[config.mk]
export PLATFORM = sky130hd
export DESIGN_NAME = bitmap_first_fit_allocator_unit
export DESIGN_NICKNAME = d
export VERILOG_FILES = /design/src/hw/rtl/bffa_pkg.sv /design/src/hw/rtl/bffa_ram.sv /design/src/hw/rtl/bffa_ctrl.sv /design/src/hw/rtl/bffa_dp.sv /design/src/hw/rtl/bitmap_first_fit_allocator_unit.sv
export SDC_FILE = /design/constraint.sdc
export NUM_CORES = 2
export LEC_CHECK = 0
export BUFFER_PORTS_ARGS = -buffer_cell sky130_fd_sc_hd__buf_2
export CELL_PAD_IN_SITES_DETAIL_PLACEMENT = 1
export CELL_PAD_IN_SITES_GLOBAL_PLACEMENT = 1
export CORE_MARGIN = 2
export CORE_UTILIZATION = 58
export DETAILED_ROUTE_END_ITERATION = 8
export GPL_TIMING_DRIVEN = 0
export HOLD_SLACK_MARGIN = 0.1
export PLACE_DENSITY_LB_ADDON = 0.1
export SLEW_MARGIN = 10
export SYNTH_ARGS = -nofsm -noshare
export SYNTH_HDL_FRONTEND = slang
export SYNTH_HIERARCHICAL = 1
export SYNTH_SLANG_ARGS = --single-unit
[constraint.sdc]
create_clock -name clk -period 62.8 [get_ports clk]
set_clock_uncertainty 0.15 [all_clocks]
set_input_delay 6.28 -clock clk [delete_from_list [all_inputs] [get_ports clk]]
set_output_delay 6.28 -clock clk [all_outputs]
set_load 0.1 [all_outputs]
[src/hw/rtl/bffa_pkg.sv]
`timescale 1ns / 1ps
// ----------------------------------------------------------------------------
// bffa_pkg
// Shared constants, request/response types and controller interface types
// for the bitmap first-fit allocator.
// ----------------------------------------------------------------------------
package bffa_pkg;

  // Map geometry: the bitmap is stored as rows of ROW_BITS bits
  localparam int MAP_BITS = 1024;
  localparam int ROW_BITS = 8;
  localparam int ROWS     = MAP_BITS / ROW_BITS;
  localparam int IDX_W    = $clog2(MAP_BITS);
  localparam int LEN_W    = IDX_W + 1;
  localparam int BIT_AW   = $clog2(ROW_BITS);
  localparam int ROW_AW   = $clog2(ROWS);

  // Operation codes
  localparam logic [2:0] OP_READ  = 3'd0;
  localparam logic [2:0] OP_SET   = 3'd1;
  localparam logic [2:0] OP_CLEAR = 3'd2;
  localparam logic [2:0] OP_RUN   = 3'd3;
  localparam logic [2:0] OP_FIT   = 3'd4;

  typedef struct packed {
    logic [2:0]       op;
    logic [IDX_W-1:0] bit_index;
    logic             match_value;
    logic [LEN_W-1:0] run_request;
  } req_t;

  typedef struct packed {
    logic             bit_value;
    logic             range_error;
    logic             fit_found;
    logic [IDX_W-1:0] fit_start;
    logic [LEN_W-1:0] longest_run;
  } rsp_t;

  // Controller to datapath commands
  typedef struct packed {
    logic load;    // latch a new request and issue the first row read
    logic access;  // row data for a read, set or clear is on the RAM output
    logic scan;    // row data for a search is on the RAM output
    logic finish;  // register the response
  } ctrl_cmd_t;

  // Datapath to controller status
  typedef struct packed {
    logic new_access;    // incoming request is a read, set or clear
    logic new_scan;      // incoming request is a run search or first fit
    logic new_in_range;  // incoming bit index is live
    logic last_row;      // current scan row is the last live row
  } ctrl_stat_t;

endpackage

[src/hw/rtl/bffa_ram.sv]
`timescale 1ns / 1ps
// ----------------------------------------------------------------------------
// bffa_ram
// Generic simple dual-port RAM, one write and one read port, registered read.
// ----------------------------------------------------------------------------
module bffa_ram #(
  parameter int WIDTH = 8,
  parameter int DEPTH = 128
) (
  input  logic                     clk,
  input  logic                     we,
  input  logic [$clog2(DEPTH)-1:0] waddr,
  input  logic [WIDTH-1:0]         wdata,
  input  logic [$clog2(DEPTH)-1:0] raddr,
  output logic [WIDTH-1:0]         rdata
);

  logic [WIDTH-1:0] mem [DEPTH];

  // Write port and registered read port
  always_ff @(posedge clk) begin
    if (we) begin
      mem[waddr] <= wdata;
    end
    rdata <= mem[raddr];
  end

endmodule

[src/hw/rtl/bffa_ctrl.sv]
`timescale 1ns / 1ps
// ----------------------------------------------------------------------------
// bffa_ctrl
// Sequencer for the allocator: accepts a request, steps the datapath through
// a row access or a row-by-row scan, then has it register the response.
// ----------------------------------------------------------------------------
module bffa_ctrl
  import bffa_pkg::*;
(
  input  logic       clk,
  input  logic       rst,
  input  logic       start,
  output logic       busy,
  input  ctrl_stat_t stat,
  output ctrl_cmd_t  cmd
);

  localparam logic [1:0] S_IDLE   = 2'd0;
  localparam logic [1:0] S_ACCESS = 2'd1;
  localparam logic [1:0] S_SCAN   = 2'd2;
  localparam logic [1:0] S_REPLY  = 2'd3;

  logic [1:0] state;
  logic [1:0] state_next;

  assign busy = (state != S_IDLE);

  // Decode next state and commands
  always_comb begin
    state_next = state;
    cmd        = '0;
    case (state)
      S_IDLE: begin
        if (start) begin
          cmd.load = 1'b1;
          if (stat.new_access && stat.new_in_range) begin
            state_next = S_ACCESS;
          end else if (stat.new_scan) begin
            state_next = S_SCAN;
          end else begin
            state_next = S_REPLY;
          end
        end
      end
      S_ACCESS: begin
        cmd.access = 1'b1;
        state_next = S_REPLY;
      end
      S_SCAN: begin
        cmd.scan = 1'b1;
        if (stat.last_row) begin
          state_next = S_REPLY;
        end
      end
      S_REPLY: begin
        cmd.finish = 1'b1;
        state_next = S_IDLE;
      end
      default: begin
        state_next = S_IDLE;
      end
    endcase
  end

  // Hold state
  always_ff @(posedge clk) begin
    if (rst) begin
      state <= S_IDLE;
    end else begin
      state <= state_next;
    end
  end

endmodule

[src/hw/rtl/bffa_dp.sv]
`timescale 1ns / 1ps
// ----------------------------------------------------------------------------
// bffa_dp
// Allocator datapath: live-size register, bitmap RAM with per-row valid bits,
// read-modify-write of one bit, and an eight-bit-per-cycle run scanner.
// ----------------------------------------------------------------------------
module bffa_dp
  import bffa_pkg::*;
(
  input  logic             clk,
  input  logic             rst,
  input  req_t             req,
  input  logic             cfg_we,
  input  logic [LEN_W-1:0] cfg_data,
  input  ctrl_cmd_t        cmd,
  output ctrl_stat_t       stat,
  output logic             done,
  output rsp_t             rsp
);

  logic [LEN_W-1:0]    bits_in_use;
  logic [LEN_W-1:0]    live;
  logic [ROW_AW-1:0]   last_row;

  req_t                req_q;
  logic                in_range_q;
  logic                bit_q;
  logic [ROW_AW-1:0]   row_q;
  logic [ROW_AW-1:0]   rd_row;
  logic [ROWS-1:0]     row_valid;

  logic [LEN_W-1:0]    run;
  logic [LEN_W-1:0]    best;
  logic                found;
  logic [IDX_W-1:0]    fit_end;
  logic [LEN_W-1:0]    run_next;
  logic [LEN_W-1:0]    best_next;
  logic                found_next;
  logic [IDX_W-1:0]    fit_end_next;

  logic [ROW_AW-1:0]   raddr;
  logic [ROW_BITS-1:0] ram_q;
  logic [ROW_BITS-1:0] row_data;
  logic [ROW_BITS-1:0] wdata;
  logic                we;
  logic [LEN_W-1:0]    start_sum;

  // Live size register, written from the configuration port
  always_ff @(posedge clk) begin
    if (rst) begin
      bits_in_use <= LEN_W'(MAP_BITS);
    end else if (cfg_we) begin
      bits_in_use <= cfg_data;
    end
  end

  // Clamp the live size into one to MAP_BITS
  always_comb begin
    live = bits_in_use;
    if (bits_in_use == '0) begin
      live = LEN_W'(1);
    end else if (bits_in_use > LEN_W'(MAP_BITS)) begin
      live = LEN_W'(MAP_BITS);
    end
  end

  always_comb begin
    logic [LEN_W-1:0] live_m1;
    live_m1  = live - LEN_W'(1);
    last_row = live_m1[IDX_W-1:BIT_AW];
  end

  // Status for the controller
  assign stat.new_access   = req.op inside {OP_READ, OP_SET, OP_CLEAR};
  assign stat.new_scan     = req.op inside {OP_RUN, OP_FIT};
  assign stat.new_in_range = ({1'b0, req.bit_index} < live);
  assign stat.last_row     = (row_q == last_row);

  // Pick the RAM read row: the addressed row at load, the next row in a scan
  always_comb begin
    raddr = row_q + ROW_AW'(1);
    if (cmd.load) begin
      raddr = stat.new_access ? req.bit_index[IDX_W-1:BIT_AW] : '0;
    end
  end

  // A row never written reads as all free
  assign row_data = row_valid[rd_row] ? ram_q : '0;

  // Modify one bit for set and clear
  always_comb begin
    wdata = row_data;
    wdata[req_q.bit_index[BIT_AW-1:0]] = (req_q.op == OP_SET);
  end
  assign we = cmd.access && (req_q.op inside {OP_SET, OP_CLEAR});

  bffa_ram #(
    .WIDTH (ROW_BITS),
    .DEPTH (ROWS)
  ) u_ram (
    .clk   (clk),
    .we    (we),
    .waddr (req_q.bit_index[IDX_W-1:BIT_AW]),
    .wdata (wdata),
    .raddr (raddr),
    .rdata (ram_q)
  );

  // Mark rows once written
  always_ff @(posedge clk) begin
    if (rst) begin
      row_valid <= '0;
    end else if (we) begin
      row_valid[req_q.bit_index[IDX_W-1:BIT_AW]] <= 1'b1;
    end
  end

  // Advance the run trackers over the eight bits of the current row
  always_comb begin
    logic [IDX_W-1:0] pos_v;
    logic             target_v;
    logic             is_fit_v;
    run_next     = run;
    best_next    = best;
    found_next   = found;
    fit_end_next = fit_end;
    is_fit_v     = (req_q.op == OP_FIT);
    target_v     = is_fit_v ? 1'b0 : req_q.match_value;
    for (int b = 0; b < ROW_BITS; b++) begin
      pos_v = {row_q, BIT_AW'(b)};
      if (({1'b0, pos_v} < live) && !found_next) begin
        if (row_data[b] == target_v) begin
          run_next = run_next + LEN_W'(1);
          if (run_next > best_next) begin
            best_next = run_next;
          end
          if (is_fit_v && (run_next == req_q.run_request)) begin
            found_next   = 1'b1;
            fit_end_next = pos_v;
          end
        end else begin
          run_next = '0;
        end
      end
    end
  end

  // Row counter and scan state
  always_ff @(posedge clk) begin
    if (rst) begin
      run   <= '0;
      best  <= '0;
      found <= 1'b0;
      row_q <= '0;
    end else if (cmd.load) begin
      run   <= '0;
      best  <= '0;
      found <= 1'b0;
      row_q <= '0;
    end else if (cmd.scan) begin
      run   <= run_next;
      best  <= best_next;
      found <= found_next;
      row_q <= row_q + ROW_AW'(1);
    end
  end

  always_ff @(posedge clk) begin
    rd_row <= raddr;
    if (cmd.load) begin
      req_q      <= req;
      in_range_q <= stat.new_in_range;
      bit_q      <= 1'b0;
    end
    if (cmd.scan) begin
      fit_end <= fit_end_next;
    end
    if (cmd.access) begin
      bit_q <= row_data[req_q.bit_index[BIT_AW-1:0]];
    end
  end

  // Start of the found run: end + 1 - request
  assign start_sum = {1'b0, fit_end} + LEN_W'(1) - req_q.run_request;

  // Register the response and its strobe
  always_ff @(posedge clk) begin
    if (rst) begin
      done <= 1'b0;
    end else begin
      done <= cmd.finish;
    end
  end

  always_ff @(posedge clk) begin
    if (cmd.finish) begin
      rsp.bit_value   <= (req_q.op == OP_READ) && in_range_q && bit_q;
      rsp.range_error <= (req_q.op inside {OP_READ, OP_SET, OP_CLEAR}) && !in_range_q;
      rsp.fit_found   <= (req_q.op == OP_FIT) && found;
      rsp.fit_start   <= ((req_q.op == OP_FIT) && found) ? start_sum[IDX_W-1:0] : '0;
      rsp.longest_run <= (req_q.op == OP_RUN) ? best : '0;
    end
  end

  // A found fit excludes the other result kinds
  assert property (@(posedge clk) disable iff (rst)
    (done && rsp.fit_found) |-> (!rsp.range_error && rsp.longest_run == '0))
    else $error("fit result carries other result fields");

  // Once a fit is found it is kept until the next request
  assert property (@(posedge clk) disable iff (rst)
    (found && !cmd.load) |=> found)
    else $error("found flag dropped during scan");

  // The current run never exceeds the best run seen
  assert property (@(posedge clk) disable iff (rst)
    run <= best)
    else $error("current run longer than best run");

  // The scan never steps past the last live row
  assert property (@(posedge clk) disable iff (rst)
    cmd.scan |-> (row_q <= last_row))
    else $error("scan row beyond live size");

endmodule

[src/hw/rtl/bitmap_first_fit_allocator_unit.sv]
`timescale 1ns / 1ps
// ----------------------------------------------------------------------------
// bitmap_first_fit_allocator_unit
// Bitmap allocator with bit read/set/clear, longest-run and first-fit search.
// ----------------------------------------------------------------------------
// Read, set, clear: the request is latched and the addressed row is read,
// the bit is read or written, then done strobes (access skipped for bad index or op).
// Longest run, first fit: the scanner consumes one 8-bit RAM row per cycle
// through the last live row, then done strobes. One request in flight at a time.
// Reset clears the map through per-row valid bits at once (no clearing pass)
// and sets the live size to 1024. The receiver cannot stall responses.
module bitmap_first_fit_allocator_unit
  import bffa_pkg::*;
(
  input  logic             clk,
  input  logic             rst,
  input  logic             start,
  output logic             busy,
  input  req_t             req,
  output logic             done,
  output rsp_t             rsp,
  input  logic             cfg_valid,
  output logic             cfg_ready,
  input  logic [LEN_W-1:0] cfg_data
);

  ctrl_cmd_t  cmd;
  ctrl_stat_t stat;

  // Accept register writes only when no request is in flight or arriving
  assign cfg_ready = !busy && !start;

  bffa_ctrl u_ctrl (
    .clk   (clk),
    .rst   (rst),
    .start (start),
    .busy  (busy),
    .stat  (stat),
    .cmd   (cmd)
  );

  bffa_dp u_dp (
    .clk      (clk),
    .rst      (rst),
    .req      (req),
    .cfg_we   (cfg_valid && cfg_ready),
    .cfg_data (cfg_data),
    .cmd      (cmd),
    .stat     (stat),
    .done     (done),
    .rsp      (rsp)
  );

endmodule
Yosys cells after proc, flatten, opt, wreduce, memory -nomap -nowiden:

Memories as Yosys holds them, arrays and structs flattened. A register that Yosys moved wholly into a read port is not among the register bits.
Cells that the tools add are included.

* flip-flop bits (word level): 240
* memory bits (writable): 1024
* input port bits: 40
* output and inout port bits: 27
* word-level logic and storage cells: 254
* memories: 1

Memories
* u_dp.u_ram.mem: words 128, width 8, rd ports 1, clocked after Yosys merged registers in 1, wr ports 1, RTL line bffa_ram.sv:18 `logic [WIDTH-1:0] mem [DEPTH];`

* add/sub/neg operators: 12
* $lt $le $gt $ge: 23
* equality and inequality tests: 30
* muxes and demuxes: 117
* bitwise gates (word level): 1
* reductions and logical operators: 49

Operators by type and width (number)
* $mux 11: 42
* $mux 10: 24
* $or 128x128->128: 1
* $lt 10x11->1: 9
* $add 11x1->11 const B: 8
* $eq 11x11->1: 8
* $gt 11x11->1: 8
* $mux 1: 39
* $logic_and 1x1->1: 26
* $lt 7x8->1 const B: 2
* $mux 7: 2
* $eq 3x2->1 const B: 4
* $gt 11x11->1 const B: 1
* $logic_not 1->1: 11
* $logic_not 11->1: 1
* $add 10x1->10 const B: 1
* $sub 10x1->10 const B: 1
* $sub 10x10->10: 1
* $bwmux 8: 1
* $eq 1x1->1: 8
* $mux 8: 1
* $pmux 2 s4: 1
* $reduce_bool 2->1: 4
* $add 7x1->7 const B: 1
* 19 further kinds: 27

Depth between registers and ports, before layout:

* word-level depth: 39
* mapped depth: 155
* mapped depth without buffers: 146

Hierarchy:

The synthesis kept the hierarchy.

By module, submodules not included
* bffa_ram: instances 1, cells an instance 1635, area each 39665.5 um2, seq. area each 30909.6 um2
* bffa_dp: instances 1, cells an instance 2659, area each 22052.4 um2, seq. area each 5375.2 um2
* bffa_ctrl: instances 1, cells an instance 19, area each 178.9 um2, seq. area each 40.0 um2
* bitmap_first_fit_allocator_unit: instances 1, cells an instance 2, area each 16.3 um2, seq. area each 0.0 um2

Worst setup path after synthesis:

OpenSTA, ideal clock, no wires.

* path type: reg-to-reg
* from: reg u_dp.bits_in_use[10]
* to: reg u_dp.best[4]
* setup time: 92 ps
* arrival time: 20623 ps
* required time: 62558 ps
* path slack: 41935 ps
* stages on the path, launching flop included: 146
* path buffers: 10
* clock period less this slack: 20865 ps
* cells stage by stage: dfxtp_1 -> inv_1 -> clkbuf_1 -> nand2_1 -> ha_1 -> a21o_1 -> a221oi_1 -> o21ai_1 -> or3_1 -> nor2_1 -> a32oi_1 -> and2_1 -> buf_4 -> inv_1 -> ha_1 -> nand2_1 -> or4_1 -> and3_1 -> (+110 left out) -> ha_1 -> nor2b_1 -> o21a_1 -> o21ai_0 -> nand2b_1 -> a21oi_1 -> nor2b_1 -> o21ai_0 -> nand2b_1 -> a21oi_1 -> nor2b_1 -> o21ai_0 -> nand2b_1 -> a21oi_1 -> or3_1 -> or3_1 -> and3_1 -> nor4_1

* word-level cells in the longest chain between the ends: 38
* elaborated cells between the ends (all ways): 107
* classes of those cells: 7 x add/sub; 16 x order compare; 6 x eq/ne; 56 x mux; 22 x reduce/logical

Ends and longest elaborated chain
* start, declared: RTL line bffa_dp.sv:21 `logic [LEN_W-1:0] bits_in_use;`
* start signal, assigned: RTL line bffa_dp.sv:51 `bits_in_use <= LEN_W'(MAP_BITS);`
* start signal, assigned: RTL line bffa_dp.sv:53 `bits_in_use <= cfg_data;`
* $gt 11x11->1: RTL line bffa_dp.sv:62 `end else if (bits_in_use > LEN_W'(MAP_BITS)) begin`
* $mux 11: RTL line bffa_dp.sv:62
* $mux 11 *: RTL line bffa_dp.sv:60 `if (bits_in_use == '0) begin`
* branches (longest 34 deep; another with $lt 10x11->1)
* $mux 11 *: RTL line bffa_dp.sv:131 `if (({1'b0, pos_v} < live) && !found_next) begin`
* end signal, assigned: RTL line bffa_dp.sv:162 `best <= best_next;`
* end, declared: RTL line bffa_dp.sv:33 `logic [LEN_W-1:0] best;`

Mark *: on every way between the ends.
A chain may end at the register's enable or synchronous reset.

Worst setup path in the final report:

* from: reg u_dp.bits_in_use[10]
* to: reg u_dp.best[7]

The elaborated chain is that of the path after synthesis.

==> flow_summary_export.csv <==
group,metric,value,unit
timing,tightest_slew,1.42,ns
synthesis,synth_async_sr_flop_share,0,%
synthesis,synth.most_common_cell,"edfxtp_1",
clock_tree,htree_levels,4,
synthesis,synth_top_flop_cell,"edfxtp_1",
synthesis,netlist_area,0.0619,mm²
clock_tree,path_clk_slew,0.06,ns
synthesis,yosysTopAreaCell,"edfxtp_1",
clock_tree,cts_buffer_depth,3,
timing,fmax,36.0,MHz
global_route,grt_pass1_wl,304,mm
synthesis,synth.distinct_cells,146,
outcome,status,"finished, final reports clean",
placement,placedInstanceArea,0.0650,mm²
drt,viasPerCell,7.09,
worst_hold_path,hold_path.class,"reg2reg",
floorplan,start_util,58.6,%
power_and_ir_drop,power_density,55.6,mW/mm²
floorplan,rows,119,
clock_tree,cts_tree,"built",
drt,drc,0,
timing,finalSetupViolations,0,
drt,dr.pass1.iters,6,
cells_and_area,post-route-util,65.6,%
synthesis,synth_seq_cells,1272,
drt,wl_per_cell,34.8,µm
worst_setup_path,start_kind,"flip-flop",
global_route,grt_max_degree,38,
timing,fin_crit,27.76,ns
clock_tree,post_cts_resized,0,
global_route,grt_pass1_vias,43400,
worst_setup_path,rrSetupSlack,35.04,ns
cells_and_area,area_delta_synth_final,11.9,%
worst_setup_path,crit_path_max_fanout,10,
clock_tree,numCtsBuffers,131,
synthesis,yosys_warnings,6,
synthesis,synthCells,4315,
drt,vias,42800,
floorplan,io_pins,67,
floorplan,core,0.106,mm²
floorplan,die_w,331,µm
worst_setup_path,worstPathArrival,28.24,ns
worst_setup_path,timing.rr.start,"u_dp/bits_in_use[10]",
clock_tree,post-cts-setup-buffers,0,
worst_setup_path,cp-endpoint,"u_dp/best[7]",
clock_tree,cts_sinks,1272,
clock_tree,ctsHoldBuffers,0,
worst_setup_path,path_common_cell,"o21ai_0",
worst_setup_path,cp_slowest_cell,"o31ai_1",
placement,gp_congestion,0.964,
power_and_ir_drop,leakagePower,23.1,nW
job,drv_cap,0,
synthesis,ys_top_cells_by_count,"edfxtp_1 (1085), nor2_1 (446), mux4_2 (354), a21oi_1 (258), dfxtp_1 (187)",
timing,drv_slew,0,
synthesis,synth_edf_count,1085,
cells_and_area,fin_area,0.0693,mm²
drt,postRouteAntennaNets,0,
timing,finalCritPeriodShare,44.2,%
cells_and_area,drive_gt1_share,19.2,%
global_route,grt_overflow,0,
worst_setup_path,crit_type,"reg2reg",
power_and_ir_drop,peakVddDrop,0.0557,mV
cells_and_area,fillCellCount,9655,
placement,hpwl,142,mm
synthesis,syn_nets,4491,
global_route,grtUsageTotal,38.8,%
worst_setup_path,required,63.29,ns
global_route,antenna_found_initial,8,
timing,worst_slew_margin_rel,5.40,%
timing,rsz0062_at_grt,"no",
worst_setup_path,cp-end-kind,"flip-flop",
synthesis,ys_seq_area_share,58.7,%
timing,fin_tns_setup,0,ns
drt,drt_iter0_markers,5709,
floorplan,die_h,331,µm
worst_setup_path,r2r_end,"u_dp/best[7]",
synthesis,netlist.area_leader.share,52.6,%
cells_and_area,fin_nets,4724,
floorplan,dieArea,0.109,mm²
timing,report.final.hold_viol_count,0,
drt,wl,210,mm
synthesis,syn_area_per_cell,14.3,µm²
synthesis,synthTopCellsByArea,"edfxtp_1 (53%), mux4_2 (13%), dfxtp_1 (6.0%)",
placement,numPortBuffers,66,
clock_tree,clock_latency,0.78,ns
worst_setup_path,r2r_cells,143,
clock_tree,clockRootBuffer,"clkbuf_16",
worst_setup_path,cpPeakStageDelay,0.67,ns
worst_setup_path,crit_start,"u_dp/bits_in_use[10]",
timing,timing.hold.ws,0.316,ns
[report_power, final]
part	leakage [nW]	internal (mW)	total [mW]	switching, mW
Sequential	11.5	0.980	1.00	0.0246
Combinational	9.53	0.749	2.06	1.31
Clock	2.04	0.440	0.788	0.348
Total	23.1	2.17	3.85	1.68
[cell usage in the layout, fill, tap and decap left out, types with 19 or more instances in the layout]
cell type / n
edfxtp_1: 1085
nor2_1: 446
mux4_2: 354
a21oi_1: 258
dfxtp_1: 187
nand2_1: 177
clkbuf_1: 150
xnor2_1: 140
ha_1: 135
clkbuf_16: 134
nand3_1: 102
buf_2: 99
o21ai_0: 96
inv_1: 86
mux2i_1: 79
nor3_1: 70
nand4_1: 61
nand2b_1: 56
nor2b_1: 49
buf_4: 43
nor4_1: 32
xor2_1: 30
mux2_2: 30
buf_16: 29
and3_1: 28
or3_1: 28
and2_1: 23
clkinv_1: 22
a211oi_1: 22
a31oi_1: 22
o211ai_1: 21
o31ai_1: 21
buf_1: 20
buf_6: 19
a21o_1: 19
o21a_1: 19
nor3_2: 19
[state kept, by name, indices dropped and copies added (netlist names)]
register,flops
u_dp/u_ram/mem,1024
u_dp/row_valid,128
u_dp/req_q,25
u_dp/rsp,24
u_dp/best,11
u_dp/bits_in_use,11
u_dp/run,11
u_dp/fit_end,10
u_dp/u_ram/rdata,8
u_dp/rd_row,7
u_dp/row_q,7
u_ctrl/state,2
u_dp/bit_q,1
u_dp/done,1
u_dp/found,1
u_dp/in_range_q,1
[layout make-up]
| type | instances | area, µm² | share of cell area, % |
|---|---|---|---|
| sequential | 1272 | 36300 | 52.4 |
| inverter | 93 | 349 | 0.504 |
| tap | 1391 | 1740 | 2.51 |
| timing repair buffer | 100 | 1220 | 1.77 |
| buffer | 239 | 1300 | 1.87 |
| clock inverter | 56 | 662 | 0.955 |
| antenna | 6 | 15.0 | 0.0217 |
| multi-input combinational | 2711 | 24100 | 34.8 |
| clock buffer | 175 | 3570 | 5.15 |
[kinds of logic (layout without fill, tap and decap cells)]
| logic type | count (synthesis) | in the layout | synth area share, % |
|---|---|---|---|
| multiplexers | 485 | 485 | 15.2 |
| other | 0 | 6 | 0 |
| buffers and inverters | 332 | 663 | 2.66 |
| XOR/XNOR | 193 | 193 | 3.22 |
| AO/OA/AOI/OAI | 697 | 697 | 7.74 |
| flip-flops | 1272 | 1272 | 58.7 |
| AND/OR/NAND/NOR | 1200 | 1200 | 9.77 |
| adder cells (fa/ha/maj) | 136 | 136 | 2.76 |
[worst max-delay path, delay by kind of cell (launching register included)]
kind,cells,cell delay (ns)
AO/OA/AOI/OAI,61,10.89
XOR/XNOR,1,0.27
adder cells (fa/ha/maj),9,3.12
buffers and inverters,15,3.88
flip-flops,1,0.40
multiplexers,4,1.54
AND/OR/NAND/NOR,53,7.34
[metal layers]
layer | track usage (%) | wire length [µm] | vias up
met1 | 50.3 | 77200 | 21900
met2 | 61.9 | 99700 | 2863
met5 | 0 | 56 | -
met3 | 7.92 | 20000 | 670
met4 | 21.6 | 13200 | 4
li1 | - | - | 17400
[through the flow]
step           worst slack, ns  power, mW  std cells
6_report                 35.04       3.85       6043
3_5_place_dp             35.91       2.97       5806
2_1_floorplan            41.94       2.32       4315
5_1_grt                  32.85       4.02       6041
4_1_cts                  35.49       3.81       6037
3_3_place_gp             36.84       2.87       5772
[worst min-delay path by stage]
stage	slack, ns	to	cells after the start	start
after CTS	0.32	u_dp/row_valid[21]	2	u_dp/row_valid[21]
after detailed placement	0.30	u_dp/row_valid[21]	2	u_dp/row_valid[21]
final	0.32	u_dp/row_valid[16]	2	u_dp/row_valid[16]
after global routing	0.34	u_dp/row_valid[89]	2	u_dp/row_valid[89]
after global placement	0.29	u_dp/row_valid[34]	2	u_dp/row_valid[34]
after floorplan	0.28	u_dp/row_valid[17]	2	u_dp/row_valid[17]
No activity file was read; power rests on OpenSTA's default activity.
